===== src/rtl/core/bsp_pkg.sv =====
// Shared types, constants and brush shape tables for the brush stamp pixel writer.
package bsp_pkg;

  localparam int COORD_WIDTH  = 16;
  localparam int STRIDE_WIDTH = 16;
  localparam int DIM_WIDTH    = 13;
  localparam int ADDR_WIDTH   = 29;
  localparam int LEVEL_WIDTH  = 8;
  localparam int CODE_WIDTH   = 4;
  localparam int IDX_WIDTH    = 4;
  localparam int OFS_WIDTH    = 5;
  localparam int CFG_INDEX_WIDTH = 2;
  localparam int CFG_DATA_WIDTH  = (STRIDE_WIDTH > DIM_WIDTH) ? STRIDE_WIDTH : DIM_WIDTH;
  localparam int QUEUE_DEPTH  = 4;
  localparam int QPTR_WIDTH   = $clog2(QUEUE_DEPTH);

  localparam logic [CFG_INDEX_WIDTH-1:0] REG_FRAME_WIDTH  = 2'd0;
  localparam logic [CFG_INDEX_WIDTH-1:0] REG_FRAME_HEIGHT = 2'd1;
  localparam logic [CFG_INDEX_WIDTH-1:0] REG_LINE_STRIDE  = 2'd2;
  localparam logic [CFG_INDEX_WIDTH-1:0] REG_PACKED_MODE  = 2'd3;

  localparam logic [CODE_WIDTH-1:0] SHAPE_DOT      = 4'd1;
  localparam logic [CODE_WIDTH-1:0] SHAPE_BLOCK2   = 4'd2;
  localparam logic [CODE_WIDTH-1:0] SHAPE_SQ3      = 4'd3;
  localparam logic [CODE_WIDTH-1:0] SHAPE_SQ4      = 4'd4;
  localparam logic [CODE_WIDTH-1:0] SHAPE_SQ5      = 4'd5;
  localparam logic [CODE_WIDTH-1:0] SHAPE_SQ6      = 4'd6;
  localparam logic [CODE_WIDTH-1:0] SHAPE_SQ7      = 4'd7;
  localparam logic [CODE_WIDTH-1:0] SHAPE_HPAIR    = 4'd8;
  localparam logic [CODE_WIDTH-1:0] SHAPE_VPAIR    = 4'd9;
  localparam logic [CODE_WIDTH-1:0] SHAPE_CROSS    = 4'd10;
  localparam logic [CODE_WIDTH-1:0] SHAPE_CROSS_D  = 4'd11;
  localparam logic [CODE_WIDTH-1:0] SHAPE_HLINE5   = 4'd12;
  localparam logic [CODE_WIDTH-1:0] SHAPE_DIAMOND  = 4'd13;
  localparam logic [CODE_WIDTH-1:0] SHAPE_DOTTED   = 4'd14;

  // two's complement offsets
  localparam logic [OFS_WIDTH-1:0] O_0   = 5'd0;
  localparam logic [OFS_WIDTH-1:0] O_P1  = 5'd1;
  localparam logic [OFS_WIDTH-1:0] O_P2  = 5'd2;
  localparam logic [OFS_WIDTH-1:0] O_P3  = 5'd3;
  localparam logic [OFS_WIDTH-1:0] O_P4  = 5'd4;
  localparam logic [OFS_WIDTH-1:0] O_P8  = 5'd8;
  localparam logic [OFS_WIDTH-1:0] O_P12 = 5'd12;
  localparam logic [OFS_WIDTH-1:0] O_N1  = 5'h1F;
  localparam logic [OFS_WIDTH-1:0] O_N2  = 5'h1E;
  localparam logic [OFS_WIDTH-1:0] O_N3  = 5'h1D;
  localparam logic [OFS_WIDTH-1:0] O_N4  = 5'h1C;
  localparam logic [OFS_WIDTH-1:0] O_N8  = 5'h18;
  localparam logic [OFS_WIDTH-1:0] O_N12 = 5'h14;

  typedef struct packed {
    logic [DIM_WIDTH-1:0]    width;
    logic [DIM_WIDTH-1:0]    height;
    logic [STRIDE_WIDTH-1:0] stride;
    logic                    packed_mode;
  } cfg_t;

  typedef struct packed {
    logic [OFS_WIDTH-1:0] dx;
    logic [OFS_WIDTH-1:0] dy;
  } ofs_t;

  typedef struct packed {
    logic [DIM_WIDTH-1:0]   x;
    logic [DIM_WIDTH-1:0]   y;
    logic [LEVEL_WIDTH-1:0] level;
    logic                   last;
  } pix_t;

  function automatic logic is_square(input logic [CODE_WIDTH-1:0] code);
    return (code >= SHAPE_SQ3) && (code <= SHAPE_SQ7);
  endfunction

  function automatic logic [OFS_WIDTH-1:0] square_lo(input logic [CODE_WIDTH-1:0] code);
    logic [OFS_WIDTH-1:0] r;
    case (code)
      SHAPE_SQ3, SHAPE_SQ4: r = O_N1;
      SHAPE_SQ5:            r = O_N2;
      SHAPE_SQ6, SHAPE_SQ7: r = O_N3;
      default:              r = O_0;
    endcase
    return r;
  endfunction

  function automatic logic [OFS_WIDTH-1:0] square_hi(input logic [CODE_WIDTH-1:0] code);
    logic [OFS_WIDTH-1:0] r;
    case (code)
      SHAPE_SQ3:                       r = O_P1;
      SHAPE_SQ4, SHAPE_SQ5, SHAPE_SQ6: r = O_P2;
      SHAPE_SQ7:                       r = O_P3;
      default:                         r = O_0;
    endcase
    return r;
  endfunction

  // index of the final offset of a listed shape
  function automatic logic [IDX_WIDTH-1:0] list_last(input logic [CODE_WIDTH-1:0] code);
    logic [IDX_WIDTH-1:0] r;
    case (code)
      SHAPE_BLOCK2:                r = 4'd3;
      SHAPE_HPAIR, SHAPE_VPAIR:    r = 4'd1;
      SHAPE_CROSS, SHAPE_HLINE5:   r = 4'd4;
      SHAPE_CROSS_D, SHAPE_DOTTED: r = 4'd6;
      SHAPE_DIAMOND:               r = 4'd12;
      default:                     r = 4'd0;
    endcase
    return r;
  endfunction

  function automatic ofs_t list_offset(input logic [CODE_WIDTH-1:0] code,
                                       input logic [IDX_WIDTH-1:0] idx);
    ofs_t r;
    r = '{dx: O_0, dy: O_0};
    case (code)
      SHAPE_BLOCK2: begin
        case (idx)
          4'd1:    r = '{dx: O_P1, dy: O_0};
          4'd2:    r = '{dx: O_0, dy: O_P1};
          4'd3:    r = '{dx: O_P1, dy: O_P1};
          default: r = '{dx: O_0, dy: O_0};
        endcase
      end
      SHAPE_HPAIR: begin
        if (idx == 4'd1) r = '{dx: O_P1, dy: O_0};
      end
      SHAPE_VPAIR: begin
        if (idx == 4'd1) r = '{dx: O_0, dy: O_P1};
      end
      SHAPE_CROSS, SHAPE_CROSS_D: begin
        case (idx)
          4'd1:    r = '{dx: O_N1, dy: O_0};
          4'd2:    r = '{dx: O_P1, dy: O_0};
          4'd3:    r = '{dx: O_0, dy: O_N1};
          4'd4:    r = '{dx: O_0, dy: O_P1};
          4'd5:    r = '{dx: O_P1, dy: O_P1};
          4'd6:    r = '{dx: O_N1, dy: O_N1};
          default: r = '{dx: O_0, dy: O_0};
        endcase
      end
      SHAPE_HLINE5: begin
        case (idx)
          4'd1:    r = '{dx: O_P1, dy: O_0};
          4'd2:    r = '{dx: O_N1, dy: O_0};
          4'd3:    r = '{dx: O_P2, dy: O_0};
          4'd4:    r = '{dx: O_N2, dy: O_0};
          default: r = '{dx: O_0, dy: O_0};
        endcase
      end
      SHAPE_DIAMOND: begin
        case (idx)
          4'd1:    r = '{dx: O_P1, dy: O_0};
          4'd2:    r = '{dx: O_N1, dy: O_0};
          4'd3:    r = '{dx: O_P2, dy: O_0};
          4'd4:    r = '{dx: O_N2, dy: O_0};
          4'd5:    r = '{dx: O_0, dy: O_N1};
          4'd6:    r = '{dx: O_P1, dy: O_N1};
          4'd7:    r = '{dx: O_N1, dy: O_N1};
          4'd8:    r = '{dx: O_0, dy: O_N2};
          4'd9:    r = '{dx: O_0, dy: O_P1};
          4'd10:   r = '{dx: O_P1, dy: O_P1};
          4'd11:   r = '{dx: O_N1, dy: O_P1};
          4'd12:   r = '{dx: O_0, dy: O_P2};
          default: r = '{dx: O_0, dy: O_0};
        endcase
      end
      SHAPE_DOTTED: begin
        case (idx)
          4'd1:    r = '{dx: O_P4, dy: O_0};
          4'd2:    r = '{dx: O_N4, dy: O_0};
          4'd3:    r = '{dx: O_P8, dy: O_0};
          4'd4:    r = '{dx: O_N8, dy: O_0};
          4'd5:    r = '{dx: O_P12, dy: O_0};
          4'd6:    r = '{dx: O_N12, dy: O_0};
          default: r = '{dx: O_0, dy: O_0};
        endcase
      end
      default: r = '{dx: O_0, dy: O_0};
    endcase
    return r;
  endfunction

endpackage


===== src/rtl/core/bsp_front.sv =====
// Request front end: walks the shape offsets, clips pixels and marks the final write.
module bsp_front import bsp_pkg::*; (
  input  logic                          clk,
  input  logic                          rst,
  input  logic                          start,
  output logic                          busy,
  input  logic [CODE_WIDTH-1:0]         shape_code,
  input  logic signed [COORD_WIDTH-1:0] centre_x,
  input  logic signed [COORD_WIDTH-1:0] centre_y,
  input  logic [LEVEL_WIDTH-1:0]        level,
  input  cfg_t                          cfg,
  input  logic                          q_full,
  output logic                          q_push,
  output pix_t                          q_data
);

  localparam logic [1:0] ST_IDLE  = 2'd0;
  localparam logic [1:0] ST_GEN   = 2'd1;
  localparam logic [1:0] ST_FLUSH = 2'd2;

  logic [1:0]             state;
  logic [CODE_WIDTH-1:0]  code;
  logic [COORD_WIDTH-1:0] cx;
  logic [COORD_WIDTH-1:0] cy;
  logic [LEVEL_WIDTH-1:0] lvl;
  logic [IDX_WIDTH-1:0]   idx;
  logic [OFS_WIDTH-1:0]   sdx;
  logic [OFS_WIDTH-1:0]   sdy;
  logic                   held_valid;
  logic [DIM_WIDTH-1:0]   held_x;
  logic [DIM_WIDTH-1:0]   held_y;

  logic                   square;
  logic [OFS_WIDTH-1:0]   hi;
  ofs_t                   lofs;
  logic [OFS_WIDTH-1:0]   dx;
  logic [OFS_WIDTH-1:0]   dy;
  logic [COORD_WIDTH:0]   px;
  logic [COORD_WIDTH:0]   py;
  logic                   keep;
  logic                   final_cand;
  logic                   step;

  assign square = is_square(code);
  assign hi     = square_hi(code);
  assign lofs   = list_offset(code, idx);
  assign dx     = square ? sdx : lofs.dx;
  assign dy     = square ? sdy : lofs.dy;

  assign px = {cx[COORD_WIDTH-1], cx} + {{(COORD_WIDTH+1-OFS_WIDTH){dx[OFS_WIDTH-1]}}, dx};
  assign py = {cy[COORD_WIDTH-1], cy} + {{(COORD_WIDTH+1-OFS_WIDTH){dy[OFS_WIDTH-1]}}, dy};

  assign keep = !px[COORD_WIDTH] && (px[COORD_WIDTH-1:0] < COORD_WIDTH'(cfg.width)) &&
                !py[COORD_WIDTH] && (py[COORD_WIDTH-1:0] < COORD_WIDTH'(cfg.height));

  assign final_cand = square ? ((sdx == hi) && (sdy == hi)) : (idx == list_last(code));

  assign step = !q_full;
  assign busy = (state != ST_IDLE);

  always_comb begin
    q_push = 1'b0;
    q_data = '{x: held_x, y: held_y, level: lvl, last: 1'b0};
    if (step && held_valid) begin
      if (state == ST_GEN && keep) begin
        q_push = 1'b1;
      end else if (state == ST_FLUSH) begin
        q_push      = 1'b1;
        q_data.last = 1'b1;
      end
    end
  end

  always_ff @(posedge clk) begin
    if (rst) begin
      state      <= ST_IDLE;
      held_valid <= 1'b0;
    end else begin
      case (state)
        ST_IDLE: begin
          if (start) begin
            state      <= ST_GEN;
            held_valid <= 1'b0;
          end
        end
        ST_GEN: begin
          if (step) begin
            if (keep) held_valid <= 1'b1;
            if (final_cand) state <= ST_FLUSH;
          end
        end
        ST_FLUSH: begin
          if (step) begin
            state      <= ST_IDLE;
            held_valid <= 1'b0;
          end
        end
        default: state <= ST_IDLE;
      endcase
    end
  end

  always_ff @(posedge clk) begin
    if (state == ST_IDLE && start) begin
      code <= shape_code;
      cx   <= centre_x;
      cy   <= centre_y;
      lvl  <= level;
      idx  <= '0;
      sdx  <= square_lo(shape_code);
      sdy  <= square_lo(shape_code);
    end else if (state == ST_GEN && step) begin
      if (keep) begin
        held_x <= px[DIM_WIDTH-1:0];
        held_y <= py[DIM_WIDTH-1:0];
      end
      idx <= idx + 1'b1;
      if (sdy == hi) begin
        sdy <= square_lo(code);
        sdx <= sdx + 1'b1;
      end else begin
        sdy <= sdy + 1'b1;
      end
    end
  end

endmodule


===== src/rtl/core/bsp_queue.sv =====
// Short pixel queue between the front end and the address back end.
module bsp_queue import bsp_pkg::*; (
  input  logic clk,
  input  logic rst,
  input  logic push,
  input  pix_t push_data,
  input  logic pop,
  output pix_t pop_data,
  output logic empty,
  output logic full
);

  pix_t                  mem [QUEUE_DEPTH];
  logic [QPTR_WIDTH-1:0] wr_ptr;
  logic [QPTR_WIDTH-1:0] rd_ptr;
  logic [QPTR_WIDTH:0]   count;

  assign empty    = (count == '0);
  assign full     = (count == (QPTR_WIDTH+1)'(QUEUE_DEPTH));
  assign pop_data = mem[rd_ptr];

  always_ff @(posedge clk) begin
    if (rst) begin
      wr_ptr <= '0;
      rd_ptr <= '0;
      count  <= '0;
    end else begin
      if (push) wr_ptr <= wr_ptr + 1'b1;
      if (pop) rd_ptr <= rd_ptr + 1'b1;
      case ({push, pop})
        2'b10:   count <= count + 1'b1;
        2'b01:   count <= count - 1'b1;
        default: count <= count;
      endcase
    end
  end

  always_ff @(posedge clk) begin
    if (push) mem[wr_ptr] <= push_data;
  end

endmodule


===== src/rtl/core/bsp_back.sv =====
// Address back end: row multiply, column scale and the registered write output.
module bsp_back import bsp_pkg::*; (
  input  logic                   clk,
  input  logic                   rst,
  input  cfg_t                   cfg,
  input  logic                   q_empty,
  input  pix_t                   q_data,
  output logic                   q_pop,
  output logic                   strobe,
  output logic [ADDR_WIDTH-1:0]  byte_address,
  output logic [LEVEL_WIDTH-1:0] write_value,
  output logic                   last_write
);

  logic                   v1;
  logic [ADDR_WIDTH-1:0]  row_ofs;
  logic [DIM_WIDTH+1:0]   col_ofs;
  logic [LEVEL_WIDTH-1:0] lvl1;
  logic                   last1;

  assign q_pop = !q_empty;

  always_ff @(posedge clk) begin
    if (rst) begin
      v1     <= 1'b0;
      strobe <= 1'b0;
    end else begin
      v1     <= q_pop;
      strobe <= v1;
    end
  end

  always_ff @(posedge clk) begin
    row_ofs <= ADDR_WIDTH'(cfg.stride) * ADDR_WIDTH'(q_data.y);
    col_ofs <= cfg.packed_mode ? {q_data.x, 2'b00} : {2'b00, q_data.x};
    lvl1    <= q_data.level;
    last1   <= q_data.last;
    byte_address <= row_ofs + ADDR_WIDTH'(col_ofs);
    write_value  <= lvl1;
    last_write   <= last1;
  end

endmodule


===== src/rtl/core/brush_stamp_pixel_writer.sv =====
// Brush stamp pixel writer top level: configuration registers, front end, queue, back end.
//
//   channel   handshake                  payload
//   request   start & !busy              shape_code, centre_x, centre_y, level
//   config    cfg_valid & cfg_ready      cfg_index, cfg_data
//   write     strobe (one cycle)         byte_address, write_value, last_write
//
// busy is high while the front end walks the shape offsets (1 to 49) and the flush state;
// the next request can be accepted in the cycle busy falls. A kept pixel is queued once
// the next kept pixel or the flush state is reached, and its write then passes the back
// end's offset and output registers; the back end drains behind busy.
// Writes cannot be held off; the queue stalls the front end only when full.
// Reset is synchronous and clears control state and configuration, frame sizes to zero.
module brush_stamp_pixel_writer import bsp_pkg::*; (
  input  logic                          clk,
  input  logic                          rst,
  input  logic                          start,
  output logic                          busy,
  input  logic [CODE_WIDTH-1:0]         shape_code,
  input  logic signed [COORD_WIDTH-1:0] centre_x,
  input  logic signed [COORD_WIDTH-1:0] centre_y,
  input  logic [LEVEL_WIDTH-1:0]        level,
  input  logic                          cfg_valid,
  output logic                          cfg_ready,
  input  logic [CFG_INDEX_WIDTH-1:0]    cfg_index,
  input  logic [CFG_DATA_WIDTH-1:0]     cfg_data,
  output logic                          strobe,
  output logic [ADDR_WIDTH-1:0]         byte_address,
  output logic [LEVEL_WIDTH-1:0]        write_value,
  output logic                          last_write
);

  cfg_t cfg;
  logic q_full;
  logic q_empty;
  logic q_push;
  logic q_pop;
  pix_t q_in;
  pix_t q_out;

  assign cfg_ready = !busy;

  always_ff @(posedge clk) begin
    if (rst) begin
      cfg <= '0;
    end else if (cfg_valid && cfg_ready) begin
      case (cfg_index)
        REG_FRAME_WIDTH:  cfg.width       <= cfg_data[DIM_WIDTH-1:0];
        REG_FRAME_HEIGHT: cfg.height      <= cfg_data[DIM_WIDTH-1:0];
        REG_LINE_STRIDE:  cfg.stride      <= cfg_data[STRIDE_WIDTH-1:0];
        REG_PACKED_MODE:  cfg.packed_mode <= cfg_data[0];
        default:          cfg <= cfg;
      endcase
    end
  end

  bsp_front u_front (
    .clk        (clk),
    .rst        (rst),
    .start      (start),
    .busy       (busy),
    .shape_code (shape_code),
    .centre_x   (centre_x),
    .centre_y   (centre_y),
    .level      (level),
    .cfg        (cfg),
    .q_full     (q_full),
    .q_push     (q_push),
    .q_data     (q_in)
  );

  bsp_queue u_queue (
    .clk       (clk),
    .rst       (rst),
    .push      (q_push),
    .push_data (q_in),
    .pop       (q_pop),
    .pop_data  (q_out),
    .empty     (q_empty),
    .full      (q_full)
  );

  bsp_back u_back (
    .clk          (clk),
    .rst          (rst),
    .cfg          (cfg),
    .q_empty      (q_empty),
    .q_data       (q_out),
    .q_pop        (q_pop),
    .strobe       (strobe),
    .byte_address (byte_address),
    .write_value  (write_value),
    .last_write   (last_write)
  );

endmodule


===== config.mk =====
export PLATFORM = sky130hd
export DESIGN_NAME = brush_stamp_pixel_writer
export DESIGN_NICKNAME = d
export VERILOG_FILES = /design/src/rtl/core/bsp_pkg.sv /design/src/rtl/core/bsp_front.sv /design/src/rtl/core/bsp_queue.sv /design/src/rtl/core/bsp_back.sv /design/src/rtl/core/brush_stamp_pixel_writer.sv
export SDC_FILE = /design/constraint.sdc
export NUM_CORES = 1
export LEC_CHECK = 0
export BUFFER_PORTS_ARGS = -buffer_cell sky130_fd_sc_hd__buf_2
export CORE_MARGIN = 2
export CORE_UTILIZATION = 40
export DETAILED_ROUTE_END_ITERATION = 10
export PLACE_DENSITY = 0.55
export SLEW_MARGIN = 30
export SYNTH_ARGS = -nofsm -noshare
export SYNTH_HDL_FRONTEND = slang
export SYNTH_SLANG_ARGS = --single-unit

===== constraint.sdc =====
create_clock -name clk -period 7.2 [get_ports clk]
set_input_delay 1.08 -clock clk [delete_from_list [all_inputs] [get_ports clk]]
set_output_delay 1.08 -clock clk [all_outputs]
set_load 0.01 [all_outputs]

==> results_dict.tcl <==
set metrics [dict create \
    worst_pin_slew_ns 0.873 \
    leakagePower_nw 10.8 \
    routed_wl_mm 50.7 \
    drtPass1Iterations 5 \
    rows 87 \
    synth_largest_area_cell "edfxtp_1" \
    reg2reg_depth 29 \
    reg2reg_to "u_queue.count[2]$_SDFFE_PP0P_" \
    ios 107 \
    path_class "reg2reg" \
    wl_per_cell_um 17.5 \
    via_per_inst 5.04 \
    final_hold_viol_count 0 \
    syn_area_per_cell_um2 11.3 \
    fp.dieArea_um2 58700 \
    hpwl_mm 37.9 \
    synth_ff_type "edfxtp_1" \
    grt_use_total_pct 17.5 \
    diodes 0 \
    path_common_cell "ha_1" \
    overflow 0 \
    cts-root-buf "clkbuf_16" \
    cp-startpoint "u_front.code[3]$_DFFE_PP_" \
    synth_top_area_share_pct 29.1 \
    clkSinkCount 382 \
    grt_max_degree 57 \
    drc 0 \
    yosysMostFrequentCell "inv_1" \
    synth.distinct_cells 73 \
    vdd_ir_drop_max_mv 0.175 \
    r2r_setup_slack_ns 0.59 \
    status "complete, no violations" \
    htreeDepth 2 \
    start_util_pct 40.4 \
    synth_commonest_cells "inv_1 (231), edfxtp_1 (220), nand2_1 (213)" \
    endpoint "u_queue.count[2]$_SDFFE_PP0P_" \
    num_vias 14600 \
    finalCritPeriodShare_pct 91.9 \
    gp_congestion 0.858 \
    synth.area.top_cells "edfxtp_1 (29%), dfxtp_1 (14%), fa_1 (14%)" \
    portBuffers 106 \
    numCtsBuffers 43 \
    grt_pass1_vias 15100 \
    rsz0062_at_grt "no" \
    setup_ws_ns 0.585 \
    critical_path_required_ns 7.70 \
    route.antenna.remaining_nets 0 \
    cts_buffer_depth 3 \
    ctsHoldBuffers 0 \
    clk_pin_slew_worst_paths_ns 0.06 \
    maxCapViolCount 0 \
    synth-edff-count 220 \
    synthCells 2004 \
    cpMaxStageDelayCell "edfxtp_1" \
    post-route-min-period_ns 6.61 \
    crit_path_max_fanout 11 \
    end_kind "flop" \
    arrival_ns 7.11 \
    critPathLaunchType "flop" \
    drt_iter0_markers 811 \
    final-max-slew-violation-count 0 \
    hold_path.class "reg2reg" \
    syn-num-nets 2389 \
    pwr_density_cell_nw_per_um2 285 \
    die_x_um 242 \
    core_area_um2 56300 \
    setup_violations 0 \
    rr_startpoint "u_front.code[3]$_DFFE_PP_" \
    fmax_mhz 151 \
    nNetsFinal 2494 \
    async_flop_share_pct 0 \
    slew_headroom_pct 41.5 \
    place_ws_ns 0.254 \
    cpPeakStageDelay_ns 0.52 \
    ys_ff_latch 382 \
    clock_latency_ns 0.57 \
    grt_antenna_before_repair 0 \
    syn_area_um2 22700 \
    yosysWarnings 0 \
    grt_pass1_wl_mm 81.3 \
    seq_area_frac_synth_pct 43.4 \
    area_growth_pct 13.2 \
    setup-tns-final_ns 0 \
    final_layout_size_suffix_gt1_share_pct 12.7 \
    die_h_um 242 \
    cts_tree "done" \
    clock_skew_ns 0.0272 \
]
worst min path at each step:
stage / startpoint / endpoint / slack, ns / cells after the start
after floorplan: u_back.last1$_DFF_P_ / u_back.last_write$_DFF_P_ / 0.31 / 0
after global placement: u_back.lvl1[2]$_DFF_P_ / u_back.write_value[2]$_DFF_P_ / 0.31 / 0
after detailed placement: u_back.lvl1[4]$_DFF_P_ / u_back.write_value[4]$_DFF_P_ / 0.32 / 0
after CTS: u_back.lvl1[6]$_DFF_P_ / u_back.write_value[6]$_DFF_P_ / 0.33 / 0
after global routing: u_back.lvl1[4]$_DFF_P_ / u_back.write_value[4]$_DFF_P_ / 0.33 / 0
final: u_back.lvl1[6]$_DFF_P_ / u_back.write_value[6]$_DFF_P_ / 0.33 / 0
per-layer routing:
layer / vias up / track usage (%) / share of wire (%)
met5: - / 0 / 0
met4: 0 / 5.30 / 2.7
met3: 92 / 3.26 / 5.0
met2: 320 / 28.2 / 45
met1: 7168 / 24.0 / 47
li1: 7039 / - / -
state kept, by name, indices dropped and copies added, names as in the netlist, 4 cells and up, named ones only:
register	count
u_front.lvl	8
u_front.cy	16
cfg	43
u_back.write_value	8
u_back.row_ofs	29
u_front.sdx	5
u_front.held_y	13
u_back.lvl1	8
u_front.cx	16
u_front.idx	4
u_back.col_ofs	15
u_queue.mem	140
u_back.byte_address	29
u_front.sdy	5
u_front.code	4
u_front.held_x	13
stage by stage:
step	total power, mW	hold slack [ns]	util, %	std cells	area [µm²]
CTS	7.40	0.329	45.6	2892	25600
floorplan	4.40	0.310	-	2004	22700
global placement	5.06	0.313	42.9	2813	24200
finish	7.32	0.326	45.7	2899	25700
detailed placement	5.08	0.316	42.9	2813	24200
global route	7.77	0.334	45.7	2899	25700
worst max-delay path, delay by kind of cell, from the launching register on:
kind / cells / cell delay (ns)
and+or+nand+nor: 9 / 2.15
AOI/OAI and AO/OA: 11 / 2.13
adders and majority gates: 4 / 0.92
buffers and inverters: 3 / 0.60
DFF: 1 / 0.52
xor gates and xnor gates: 2 / 0.22
cells in the final DEF, fill, tap and decap left out, types with 11 or more instances in the layout:
master | synthesis | routed
a211oi_1 | 14 | 14
a21o_1 | 27 | 27
a21oi_1 | 93 | 93
and2_1 | 108 | 108
and3_1 | 13 | 13
buf_2 | 2 | 105
buf_4 | 0 | 23
clkbuf_1 | 63 | 11
clkbuf_16 | 0 | 44
dfxtp_1 | 162 | 161
edfxtp_1 | 220 | 220
fa_1 | 158 | 158
ha_1 | 161 | 161
inv_1 | 231 | 230
mux2_2 | 12 | 12
mux2i_1 | 34 | 34
mux4_2 | 35 | 35
nand2_1 | 213 | 213
nand2b_1 | 12 | 12
nand3_1 | 28 | 28
nand4_1 | 11 | 11
nor2_1 | 98 | 98
nor2b_1 | 17 | 13
nor3_1 | 18 | 16
o211ai_1 | 12 | 12
o21a_1 | 13 | 13
o21ai_0 | 51 | 51
xnor2_1 | 65 | 65
xor2_1 | 26 | 26
layout make-up:
| class | instances | area, µm² |
|---|---|---|
| Clock buffer | 58 | 1180 |
| Timing Repair Buffer | 132 | 778 |
| Fill cell | 5205 | 30600 |
| Sequential cell | 382 | 9850 |
| Clock inverter | 21 | 299 |
| Multi-Input combinational cell | 1318 | 11800 |
| Tap cell | 756 | 946 |
| Inverter | 232 | 875 |
power breakdown:
group	switching (mW)	leakage, nW	internal [mW]
Combinational	1.32	6.76	0.936
Clock	0.908	0.716	1.38
Sequential	0.172	3.34	2.60
Total	2.40	10.8	4.92
logic make-up (layout without fill, tap and decap cells):
family	after synthesis	in the layout	synth area share (%)
buffers and inverters	304	443	5.03
muxes	81	81	5.56
and+or+nand+nor	553	553	11.8
adders and majority gates	319	319	22.8
xor gates and xnor gates	91	91	3.51
AOI/OAI and AO/OA	274	274	7.94
DFF	382	382	43.4
repair_timing:
item,in CTS,in global routing
resized for setup,0,2
setup buffers,0,7
endpoints found under the hold margin,0,0
setup endpoints to repair,0,149
No activity file was read; power rests on OpenSTA's default activity.
